### config.mk
export PLATFORM = sky130hd
export DESIGN_NAME = priority_region_address_decoder_unit
export DESIGN_NICKNAME = d
export VERILOG_FILES = /design/src/rtl/core/prad_pkg.sv /design/src/rtl/core/prad_match.sv /design/src/rtl/core/prad_select.sv /design/src/rtl/core/prad_resolve.sv /design/src/rtl/core/priority_region_address_decoder_unit.sv
export SDC_FILE = /design/constraint.sdc
export NUM_CORES = 2
export LEC_CHECK = 0
export BUFFER_PORTS_ARGS = -buffer_cell sky130_fd_sc_hd__buf_2
export CAP_MARGIN = 0
export CORE_MARGIN = 10
export CORE_UTILIZATION = 55
export CTS_CLUSTER_SIZE = 24
export DETAILED_ROUTE_END_ITERATION = 8
export GPL_TIMING_DRIVEN = 1
export PLACE_DENSITY = 0.79
export SYNTH_ARGS = -nofsm -noshare
export SYNTH_HDL_FRONTEND = slang
export SYNTH_SLANG_ARGS = --single-unit
### constraint.sdc
create_clock -name clock -period 4.6 [get_ports clock]
set_input_delay 0.46 -clock clock [delete_from_list [all_inputs] [get_ports clock]]
set_output_delay 0.46 -clock clock [all_outputs]
set_load 0.02 [all_outputs]
### src/rtl/core/prad_pkg.sv
// ----------------------------------------------------------------------------
// prad_pkg: shared types and constants of the priority region decoder
// Region register layout, access and kind codes, the stage payloads that
// travel down the pipeline, and the pairwise winner function.
// ----------------------------------------------------------------------------
package prad_pkg;

   // Design defaults
   localparam int ADDR_BITS_DEFAULT   = 24;
   localparam int NUM_REGIONS_DEFAULT = 8;
   localparam int PRIO_BITS_DEFAULT   = 4;

   // Fixed sizes of the register file and fields
   localparam int MAX_REGIONS  = 8;
   localparam int REGION_BITS  = 55;
   localparam int INDEX_BITS   = 3;
   localparam int FIELD_BITS   = 24;
   localparam int PRIO_FIELD   = 4;
   localparam int BYTE_BITS    = 8;

   // Access codes
   localparam logic ACT_READ  = 1'b0;
   localparam logic ACT_WRITE = 1'b1;

   // Region kind codes
   localparam logic [1:0] KIND_RAM      = 2'd0;
   localparam logic [1:0] KIND_ROM      = 2'd1;
   localparam logic [1:0] KIND_MMIO     = 2'd2;
   localparam logic [1:0] KIND_MMIO_ALT = 2'd3;

   // One region register, packed to match the register bit layout
   typedef struct packed {
      logic                    enabled;     // [54]
      logic [1:0]              kind;        // [53:52]
      logic [PRIO_FIELD-1:0]   prio;        // [51:48]
      logic [FIELD_BITS-1:0]   last_addr;   // [47:24], inclusive
      logic [FIELD_BITS-1:0]   first_addr;  // [23:0]
   } region_type;

   typedef region_type [MAX_REGIONS-1:0] region_file_type;

   // Candidate winner in the selection tree
   typedef struct packed {
      logic                    found;
      logic [INDEX_BITS-1:0]   idx;
      logic [PRIO_FIELD-1:0]   prio;
   } cand_type;

   // Item after the compare stage
   typedef struct packed {
      logic                    action;
      logic [BYTE_BITS-1:0]    data;
      logic [FIELD_BITS-1:0]   addr;
      logic [MAX_REGIONS-1:0]  match;
   } match_type;

   // Item after the first selection stage
   typedef struct packed {
      logic                    action;
      logic [BYTE_BITS-1:0]    data;
      logic [FIELD_BITS-1:0]   addr;
      cand_type                cand_lo;
      cand_type                cand_hi;
   } select_type;

   // Result item
   typedef struct packed {
      logic                    hit;
      logic [INDEX_BITS-1:0]   region_index;
      logic [1:0]              region_kind;
      logic [FIELD_BITS-1:0]   offset;
      logic                    store_enable;
      logic [BYTE_BITS-1:0]    store_byte;
      logic                    open_bus;
      logic [FIELD_BITS-1:0]   masked_address;
   } rsp_type;

   // Pick the better of two candidates; a covers the lower region numbers,
   // so it keeps ties.
   function automatic cand_type pick_cand(input cand_type a, input cand_type b);
      cand_type r;
      if (!a.found) begin
         r = b;
      end else if (!b.found) begin
         r = a;
      end else if (b.prio > a.prio) begin
         r = b;
      end else begin
         r = a;
      end
      return r;
   endfunction

endpackage

### src/rtl/core/prad_match.sv
// ----------------------------------------------------------------------------
// prad_match: address mask and range compare stage
// Masks the raw address and compares it against every region in parallel;
// registers one match bit per region together with the item.
// ----------------------------------------------------------------------------
module prad_match #(
   parameter int ADDR_BITS   = prad_pkg::ADDR_BITS_DEFAULT,
   parameter int NUM_REGIONS = prad_pkg::NUM_REGIONS_DEFAULT
) (
   input  logic                              clock,
   input  logic                              reset,
   input  logic                              advance,
   input  logic                              in_valid,
   input  logic                              action,
   input  logic [31:0]                       address,
   input  logic [prad_pkg::BYTE_BITS-1:0]    write_data,
   input  logic [prad_pkg::MAX_REGIONS-1:0]  active_mask,
   input  prad_pkg::region_file_type         regions,
   output logic                              out_valid,
   output prad_pkg::match_type               out_item
);

   // Compare width: wide enough for the masked address and a 24-bit field
   localparam int CW = (ADDR_BITS > prad_pkg::FIELD_BITS) ? ADDR_BITS : prad_pkg::FIELD_BITS;

   logic [CW-1:0]                     addr_c;
   logic [prad_pkg::MAX_REGIONS-1:0]  match;
   logic                              valid_ff;
   prad_pkg::match_type               item_ff;
   prad_pkg::match_type               item_in;

   assign addr_c = CW'(address[ADDR_BITS-1:0]);

   always_comb begin
      for (int i = 0; i < prad_pkg::MAX_REGIONS; i++) begin
         match[i] = (i < NUM_REGIONS) && regions[i].enabled && active_mask[i] &&
                    (addr_c >= CW'(regions[i].first_addr)) &&
                    (addr_c <= CW'(regions[i].last_addr));
      end
   end

   always_comb begin
      item_in.action = action;
      item_in.data   = write_data;
      item_in.addr   = addr_c[prad_pkg::FIELD_BITS-1:0];
      item_in.match  = match;
   end

   always_ff @(posedge clock) begin
      if (reset) begin
         valid_ff <= 1'b0;
      end else if (advance) begin
         valid_ff <= in_valid;
      end
   end

   always_ff @(posedge clock) begin
      if (advance) begin
         item_ff <= item_in;
      end
   end

   assign out_valid = valid_ff;
   assign out_item  = item_ff;

endmodule

### src/rtl/core/prad_select.sv
// ----------------------------------------------------------------------------
// prad_select: first levels of the priority tree
// Reduces the per-region matches to two candidates, one from each half of
// the region file, and registers them with the item.
// ----------------------------------------------------------------------------
module prad_select #(
   parameter int PRIO_BITS = prad_pkg::PRIO_BITS_DEFAULT
) (
   input  logic                        clock,
   input  logic                        reset,
   input  logic                        advance,
   input  logic                        in_valid,
   input  prad_pkg::match_type         in_item,
   input  prad_pkg::region_file_type   regions,
   output logic                        out_valid,
   output prad_pkg::select_type        out_item
);

   localparam int HALF    = prad_pkg::MAX_REGIONS / 2;
   localparam int QUARTER = prad_pkg::MAX_REGIONS / 4;
   localparam logic [prad_pkg::PRIO_FIELD-1:0] PRIO_MASK =
      prad_pkg::PRIO_FIELD'((1 << PRIO_BITS) - 1);

   prad_pkg::cand_type    leaf [prad_pkg::MAX_REGIONS];
   prad_pkg::cand_type    lvl1 [HALF];
   prad_pkg::cand_type    lvl2 [QUARTER];
   logic                  valid_ff;
   prad_pkg::select_type  item_ff;
   prad_pkg::select_type  item_in;

   always_comb begin
      for (int i = 0; i < prad_pkg::MAX_REGIONS; i++) begin
         leaf[i].found = in_item.match[i];
         leaf[i].idx   = prad_pkg::INDEX_BITS'(i);
         leaf[i].prio  = regions[i].prio & PRIO_MASK;
      end
      for (int j = 0; j < HALF; j++) begin
         lvl1[j] = prad_pkg::pick_cand(leaf[2*j], leaf[2*j+1]);
      end
      for (int k = 0; k < QUARTER; k++) begin
         lvl2[k] = prad_pkg::pick_cand(lvl1[2*k], lvl1[2*k+1]);
      end
   end

   always_comb begin
      item_in.action  = in_item.action;
      item_in.data    = in_item.data;
      item_in.addr    = in_item.addr;
      item_in.cand_lo = lvl2[0];
      item_in.cand_hi = lvl2[1];
   end

   always_ff @(posedge clock) begin
      if (reset) begin
         valid_ff <= 1'b0;
      end else if (advance) begin
         valid_ff <= in_valid;
      end
   end

   always_ff @(posedge clock) begin
      if (advance) begin
         item_ff <= item_in;
      end
   end

   assign out_valid = valid_ff;
   assign out_item  = item_ff;

endmodule

### src/rtl/core/prad_resolve.sv
// ----------------------------------------------------------------------------
// prad_resolve: final pick and result register
// Picks the winner of the two candidates, looks up its kind and start,
// forms the offset and the store and open-bus flags, and holds the result.
// ----------------------------------------------------------------------------
module prad_resolve (
   input  logic                        clock,
   input  logic                        reset,
   input  logic                        advance,
   input  logic                        in_valid,
   input  prad_pkg::select_type        in_item,
   input  prad_pkg::region_file_type   regions,
   output logic                        out_valid,
   output prad_pkg::rsp_type           out_item
);

   prad_pkg::cand_type    win;
   prad_pkg::region_type  rg;
   logic [1:0]            kind;
   logic                  valid_ff;
   prad_pkg::rsp_type     item_ff;
   prad_pkg::rsp_type     item_in;

   always_comb begin
      win  = prad_pkg::pick_cand(in_item.cand_lo, in_item.cand_hi);
      rg   = regions[win.idx];
      // fold the spare kind code into MMIO
      kind = (rg.kind == prad_pkg::KIND_MMIO_ALT) ? prad_pkg::KIND_MMIO : rg.kind;

      item_in.hit            = win.found;
      item_in.region_index   = win.found ? win.idx : '0;
      item_in.region_kind    = win.found ? kind : prad_pkg::KIND_RAM;
      item_in.offset         = win.found ? (in_item.addr - rg.first_addr) : '0;
      item_in.store_enable   = win.found && (in_item.action == prad_pkg::ACT_WRITE) &&
                               (kind == prad_pkg::KIND_RAM);
      item_in.store_byte     = in_item.data;
      item_in.open_bus       = !win.found && (in_item.action == prad_pkg::ACT_READ);
      item_in.masked_address = in_item.addr;
   end

   always_ff @(posedge clock) begin
      if (reset) begin
         valid_ff <= 1'b0;
      end else if (advance) begin
         valid_ff <= in_valid;
      end
   end

   always_ff @(posedge clock) begin
      if (advance) begin
         item_ff <= item_in;
      end
   end

   assign out_valid = valid_ff;
   assign out_item  = item_ff;

endmodule

### src/rtl/core/priority_region_address_decoder_unit.sv
// ----------------------------------------------------------------------------
// priority_region_address_decoder_unit: priority region address decoder
// Decodes byte bus accesses in eight address regions, one per unstalled cycle.
// ----------------------------------------------------------------------------
// Usage:
//   Request channel (req_*): one access item per valid/stall handshake:
//   read or write, raw address, write byte and a per-region active mask.
//   Response channel (rsp_*): one decode result per item, in order.
//   Configuration port (csr_*): write region register csr_index with
//   csr_write_data when csr_write_enable is high; only while no item is
//   in flight. Registers reset to zero, which disables every region.
//   An accepted item passes three registered stages to rsp_valid: range
//   compare, priority tree over region pairs and quads, final pick with
//   offset subtract into the result register. Throughput is one item
//   per cycle while rsp_stall is low. Each stage advances when it is empty
//   or the stage after it moves, so bubbles close up and req_stall rises
//   only when all three stages are full and rsp_stall is high. A stalled
//   result holds in the output register. Synchronous reset empties the
//   pipeline and clears the region registers.
// ----------------------------------------------------------------------------
module priority_region_address_decoder_unit #(
   parameter int ADDR_BITS   = prad_pkg::ADDR_BITS_DEFAULT,
   parameter int NUM_REGIONS = prad_pkg::NUM_REGIONS_DEFAULT,
   parameter int PRIO_BITS   = prad_pkg::PRIO_BITS_DEFAULT
) (
   input  logic                               clock,
   input  logic                               reset,
   // configuration
   input  logic                               csr_write_enable,
   input  logic [prad_pkg::INDEX_BITS-1:0]    csr_index,
   input  logic [prad_pkg::REGION_BITS-1:0]   csr_write_data,
   // request channel
   input  logic                               req_valid,
   output logic                               req_stall,
   input  logic                               req_action,
   input  logic [31:0]                        req_address,
   input  logic [prad_pkg::BYTE_BITS-1:0]     req_write_data,
   input  logic [prad_pkg::MAX_REGIONS-1:0]   req_active_mask,
   // response channel
   output logic                               rsp_valid,
   input  logic                               rsp_stall,
   output logic                               rsp_hit,
   output logic [prad_pkg::INDEX_BITS-1:0]    rsp_region_index,
   output logic [1:0]                         rsp_region_kind,
   output logic [prad_pkg::FIELD_BITS-1:0]    rsp_offset,
   output logic                               rsp_store_enable,
   output logic [prad_pkg::BYTE_BITS-1:0]     rsp_store_byte,
   output logic                               rsp_open_bus,
   output logic [prad_pkg::FIELD_BITS-1:0]    rsp_masked_address
);

   // Region register file
   prad_pkg::region_file_type  regions_ff;

   // Stage handshake
   logic                  s1_valid;
   logic                  s2_valid;
   logic                  s3_valid;
   logic                  s1_advance;
   logic                  s2_advance;
   logic                  s3_advance;
   prad_pkg::match_type   s1_item;
   prad_pkg::select_type  s2_item;
   prad_pkg::rsp_type     s3_item;

   always_ff @(posedge clock) begin
      if (reset) begin
         regions_ff <= '0;
      end else if (csr_write_enable) begin
         regions_ff[csr_index] <= prad_pkg::region_type'(csr_write_data);
      end
   end

   // Advance a stage when it is empty or its successor moves
   assign s3_advance = !s3_valid || !rsp_stall;
   assign s2_advance = !s2_valid || s3_advance;
   assign s1_advance = !s1_valid || s2_advance;
   assign req_stall  = !s1_advance;

   prad_match #(
      .ADDR_BITS   (ADDR_BITS),
      .NUM_REGIONS (NUM_REGIONS)
   ) u_match (
      .clock       (clock),
      .reset       (reset),
      .advance     (s1_advance),
      .in_valid    (req_valid),
      .action      (req_action),
      .address     (req_address),
      .write_data  (req_write_data),
      .active_mask (req_active_mask),
      .regions     (regions_ff),
      .out_valid   (s1_valid),
      .out_item    (s1_item)
   );

   prad_select #(
      .PRIO_BITS (PRIO_BITS)
   ) u_select (
      .clock     (clock),
      .reset     (reset),
      .advance   (s2_advance),
      .in_valid  (s1_valid),
      .in_item   (s1_item),
      .regions   (regions_ff),
      .out_valid (s2_valid),
      .out_item  (s2_item)
   );

   prad_resolve u_resolve (
      .clock     (clock),
      .reset     (reset),
      .advance   (s3_advance),
      .in_valid  (s2_valid),
      .in_item   (s2_item),
      .regions   (regions_ff),
      .out_valid (s3_valid),
      .out_item  (s3_item)
   );

   // Drive the response ports from the result register
   assign rsp_valid          = s3_valid;
   assign rsp_hit            = s3_item.hit;
   assign rsp_region_index   = s3_item.region_index;
   assign rsp_region_kind    = s3_item.region_kind;
   assign rsp_offset         = s3_item.offset;
   assign rsp_store_enable   = s3_item.store_enable;
   assign rsp_store_byte     = s3_item.store_byte;
   assign rsp_open_bus       = s3_item.open_bus;
   assign rsp_masked_address = s3_item.masked_address;

endmodule

Word-level counts from Yosys, hierarchy flattened
Index checks and enable logic that the tools add are counted.
- register bits: 597
- bits in latches: 0
- memory bits (writable): 0
- bits in read-only memories: 0
- input port bits: 112
- output and inout bits: 66
- logic and storage cells: 158
- memories kept: 0
- $add $sub $neg: 1
- multipliers: 0
- div/mod/pow operators: 0
- magnitude comparators: 26
- equality and inequality tests: 1
- shift-type cells: 0
- mux-type cells: 27
- bitwise gates (word level): 1
- reductions and logical operators: 38
- operator list (cell ; count):
    440-bit bitwise mux ; 1
    24-bit greater-or-equal comparator ; 8
    24-bit less-or-equal comparator ; 8
    55-bit binary-select mux with 3-bit select ; 1
    55-bit demux with 3-bit select ; 1
    8-bit two-way mux ; 13
    55-bit two-way mux ; 1
    54-bit two-way mux ; 1
    4-bit > comparator ; 7
    1-bit logical AND ; 28
    5-bit two-way mux ; 5
    24-bit subtractor ; 1
    7-bit two-way mux ; 3
    3-bit by 4-bit < comparator with 1-bit output, second input constant ; 2
    1-bit logical NOT ; 6
    3-bit by 1-bit greater-or-equal comparator with 1-bit output, second input constant ; 1
    1-bit logical OR ; 3
    2-bit == test, second input constant ; 1
    2-bit logical NOT ; 1
    2-bit two-way mux ; 1
    1-bit NOT ; 1

Longest topological paths before layout
- depth after elaboration: 10
- mapped depth: 16
- gate-level depth less buffers: 16

By module
From an unflattened synthesis, not the netlist that was laid out.
- cells, all modules: 3720
- area total of the unflattened synthesis: 35397.7 um^2
- by module, submodules not included (module ; times used ; cells each ; area each (um^2) ; seq. area each (um^2)):
    priority_region_address_decoder_unit ; 1 ; 1551 ; 17161.5 ; 8808.4
    prad_match ; 1 ; 1369 ; 10695.3 ; 1251.2
    prad_resolve ; 1 ; 630 ; 5091.1 ; 1941.9
    prad_select ; 1 ; 170 ; 2449.8 ; 1431.4

Worst setup path before layout
No wires, ideal clock.
- path kind: register to register
- start point: register u_select.item_ff, in the netlist u_select.out_item[1]
- end point: register u_resolve.item_ff, in the netlist u_resolve.out_item[57] (data pin)
- setup time: 0.261 ns
- data arrival time: 3.841 ns
- required time: 4.339 ns
- path slack: 0.498 ns
- cell stages (with the launch flop): 16
- path buffers: 1
- period minus slack after synthesis: 4.102 ns
- cell sequence: edfxtp_1 -> ha_1 -> nor2b_1 -> o21a_1 -> o2111ai_2 -> nand2_1 -> clkbuf_1 -> mux2i_1 -> ha_1 -> a211oi_2 -> o21bai_2 -> nor4_4 -> nor3_2 -> o41a_1 -> a31o_1 -> mux2i_1
- cells in the longest elaborated chain, start to end: 7
- ends and longest elaborated chain (element ; RTL line ; source):
    start, declared ; prad_select.sv:28 ; prad_pkg::select_type item_ff;
    start signal, assigned ; prad_select.sv:63 ; item_ff <= item_in;
    4-bit > comparator ; prad_pkg.sv:86 ; end else if (b.prio > a.prio) begin
    7-bit two-way mux ; prad_pkg.sv:86 ;
    8-bit two-way mux ; prad_pkg.sv:84 ; end else if (!b.found) begin
    8-bit two-way mux ; prad_pkg.sv:82 ; if (!a.found) begin
    55-bit binary-select mux with 3-bit select ; prad_resolve.sv:26 ; rg = regions[win.idx];
    54-bit two-way mux (implied by the code) ; prad_resolve.sv:26 ;
    24-bit subtractor ; prad_resolve.sv:33 ; item_in.offset = win.found ? (in_item.addr - rg.first_addr) : '0;
    end signal, assigned ; prad_resolve.sv:51 ; item_ff <= item_in;
    end, declared ; prad_resolve.sv:21 ; prad_pkg::rsp_type item_ff;
No other way between the ends. The select of a mux whose other input is x is not followed.
A chain may end at the register's enable or synchronous reset.

Worst setup path in the final report
- start point: register u_select.item_ff, in the netlist u_select.out_item[1]
- end point: register u_resolve.item_ff, in the netlist u_resolve.out_item[54] (data pin)
The elaborated chain is that of the path after synthesis.

==> impl_results.md <==
* Commonest cells post-synth: nand2_1, a21oi_1, dfxtp_1
* Final Non-Filler Cells at 4797
* Worst R2R Path Depth at 17
* EDFF count, synth at 152
* YS warnings at 0
* IO buf count at around 170
* Yosys top cell area share at 26.71%
* Relative slew slack at 34.30%
* Total leakage power at 14.05 nW
* CTS tree: built
* DIE WIDTH at 265.7 µm
* RePlAce Congestion at 0.9218
* Most frequent cell after synthesis: nand2_1
* Biggest area consumer among synthesized cells: dfxtp_1
* Global route overflow at 0
* Clock Tree Buf Depth at 3
* Worst skew pair latency at 610 ps
* CTS buffer count at 68
* Vias in the first global route at 27430
* Setup TNS at 0 ps
* Min Clock Period, post-route at approximately 4200 ps
* Post-Place Cells at 4675
* Register area share after synthesis at 40.46%
* Layout cell share with drive strength beyond 1 at 9.915%
* Area grow syn2layout at 10.96%
* CTS sink cnt at 595
* Post-synthesis register bit count at a little under 600
* WP data arrival at 4590 ps
* Post-Synthesis Cells at 3880
* Worst path buffer plus inverter count at 3
* Syn_area_per_cell at 8.557 µm²
* Syn Nets at 4428
* Final wirelength at 96370 µm
* Power Density at 330.3 mW/mm²
* Initial Util at 55.31%
* Setup crit end kind: flip-flop
* CP Cell Sequence: ha_1 > nor2b_1 > o21a_1 > o2111ai_2 > nand2_1 > buf_12 > mux2i_1 > inv_1 > fa_1 > nor2b_1 > o31a_1 > o211ai_1 > a2111oi_1 > buf_4 > o31ai_1 > xor2_1 > nor2_1
* Wirelength per Cell at roughly 20 µm
* Worst VDD drop at 0.0002864 V
* # DRC at 0
* Vias at 28110
* Slowest stage delay, CP at 460 ps
* Total power at around 12 mW
* Clock network fraction of total power at 42.6%
* Setup Skew at 26.38 ps
* Max Clk Rate at 236.0 MHz
* Clock transition at path regs at 60 ps
* Final period util at slightly above 90%
* Worst Hold Depth at 1
* Final worst setup slack at 363.0 ps
* Ys async rst share at 0%
* R2r setup slk at 360 ps
* # setup viols final at 0
* Global-route wire length before repair at 150800 µm
* Sequential Power Share at 45.9%
* Worst min path class: input pin to flip-flop
* Most used cell, CP: nor2b_1
* Netlist cell types at 67
* Worst flop-to-flop path endpoint: u_resolve.out_item[54]
* Clk root buf: clkbuf_16
* Final ANT Viol Nets at 0
* GRT Util Overall at 26.84%
* Final hold vios at 0
* Status: completed
* H-tree levels at 3
* Drt first-iter violations at 2991
* Switch Pwr at 3.157 mW
* Final slew viol count at 0
* Final HPWL DP at 68260 µm
* Slowest CP cell: a2111oi_1
* Mapped Area at around 0.033 mm²
* Least-Margin Pin Slew at 983.2 ps
* Crit Path Class: flip-flop to flip-flop
* Nets at 4512
* Initial antenna violation count at 2
* Die area at just over 0.07 mm²
* Sw frac at between 20% and 30%
* Max-cap violations at 0
* WP data required at 4960 ps
* Vias per cell at 5.859
* Min-delay src: req_write_data[5]
* Family with the most delay on the worst path: compound AO/OA/AOI/OAI gates
* Rows at 90
* Pre-antenna DRT Iters at 6
* Crit start category: flip-flop
* R2r startpoint: u_select.out_item[1]
* Setup WS pre-CTS at 262.1 ps
* Worst Hold Endpoint: u_match.out_item[37]
* Maximum fanout along the worst path at 26
* RSZ-0062 raised after global routing: false
* Core Area at roughly 0.06 mm²
* Top cells by area in the synthesized netlist: dfxtp_1, ha_1, edfxtp_1
* P_int at 9.010 mW
* # IOs at 178
* Largest net degree at the start of global routing at 142
* Die H at approximately 270 µm
* Top_reg_cell synth: dfxtp_1
* Comb power frac at a little under an eighth
* Setup Fix Bufs, Post-CTS at 0
cell families after synthesis:
family | share of synthesized area, %
AO/OA/AOI/OAI | 15.11
multiplexers | 4.643
XOR/XNOR | 0.2902
AND/OR/NAND/NOR | 15.72
buffers and inverters | 7.323
adder cells (fa/ha/maj) | 16.45
flip-flops | 40.46
area by class of cell:
type	instances	area, µm²
fillers	5029	23180
multi-input cells	2655	17430
flip-flops and latches	595	13430
clock buffers	99	1951
inverters	424	1592
repair buffers	220	1291
well taps	782	978.4
clock inverters	21	160.2
diodes	1	2.502
worst max-delay path by stage:
stage	from	end	slack, ps	cells past startpoint
floorplan	u_select.out_item[1]	u_resolve.out_item[57]	500	15
global placement	u_select.out_item[1]	u_resolve.out_item[54]	360	17
detailed placement	u_select.out_item[1]	u_resolve.out_item[54]	260	17
CTS	u_select.out_item[1]	u_resolve.out_item[54]	230	17
global route	u_select.out_item[1]	u_resolve.out_item[56]	50	17
finish	u_select.out_item[1]	u_resolve.out_item[54]	360	17
worst reg2reg max path: cells and delay by family, from the launching register on:
family	cells	cell delay, ps
compound gates	6	1390
fa+ha+maj	2	730
simple gates	4	600
buf+inv	3	510
flops	1	370
mux	1	240
xor+xnor	1	160
power by group through the flow:
| stage | registers (mW) | clock network, mW | logic [mW] |
|---|---|---|---|
| final | 5.59 | 5.18 | 1.40 |
| after global routing | 5.60 | 5.46 | 1.54 |
| after CTS | 5.59 | 5.25 | 1.37 |
| after detailed placement | 5.70 | 0 | 1.36 |
| after global placement | 5.69 | 0 | 1.31 |
| after floorplan | 5.72 | 0 | 0.841 |
state kept, by name, indices dropped and copies added (netlist names):
name                 flops
regions_ff             440
u_select.out_item       47
u_resolve.out_item      64
u_resolve.out_valid      1
u_match.out_item        41
u_match.out_valid        1
u_select.out_valid       1
layout by cell type, fill, tap and decap left out, drive strengths merged, types with 8 or more instances in the layout:
cell type  netlist  routed
nand2b          16      16
a21o            77      77
dfxtp          443     443
nand4           49      49
mux2             8       8
ha             435     435
clkinv           0      15
a21oi          560     560
buf              8     219
mux4            52      52
o211ai          22      22
nand3           34      34
o21a            24      24
mux2i           28      28
and4            17      17
nand2          943     943
clkbuf         198      99
nor2            84      84
inv            424     427
nor3            34      34
edfxtp         152     152
a2111oi         13      13
nor2b           42      42
o21ai           89      89
a211oi          28      28
repair_timing:
action / in CTS / in global routing
resized for setup: 0 / 1
hold buffers: 1 / 0
endpoints found under the hold margin: 1 / 0
endpoints found under the setup margin: 0 / 2
metrics by stage:
step / hold WS [ps] / utilization, % / cell area, µm²
global placement: 400.5 / 57.84 / 34710
finish: 42.27 / 61.38 / 36840
floorplan: 400.3 / - / 33200
detailed placement: 404.5 / 57.84 / 34710
CTS: 16.23 / 61.37 / 36840
global route: 33.68 / 61.37 / 36840
layer usage:
layer | track usage, % | up-vias | part of all wire, %
met5 | 0 | - | 0.018
met3 | 6.418 | 241 | 9.8
met1 | 33.68 | 13340 | 40
met4 | 12.25 | 2 | 4.3
met2 | 43.28 | 1179 | 45
li1 | - | 13350 | -
Note: power is estimated with default switching activity, not from simulation.
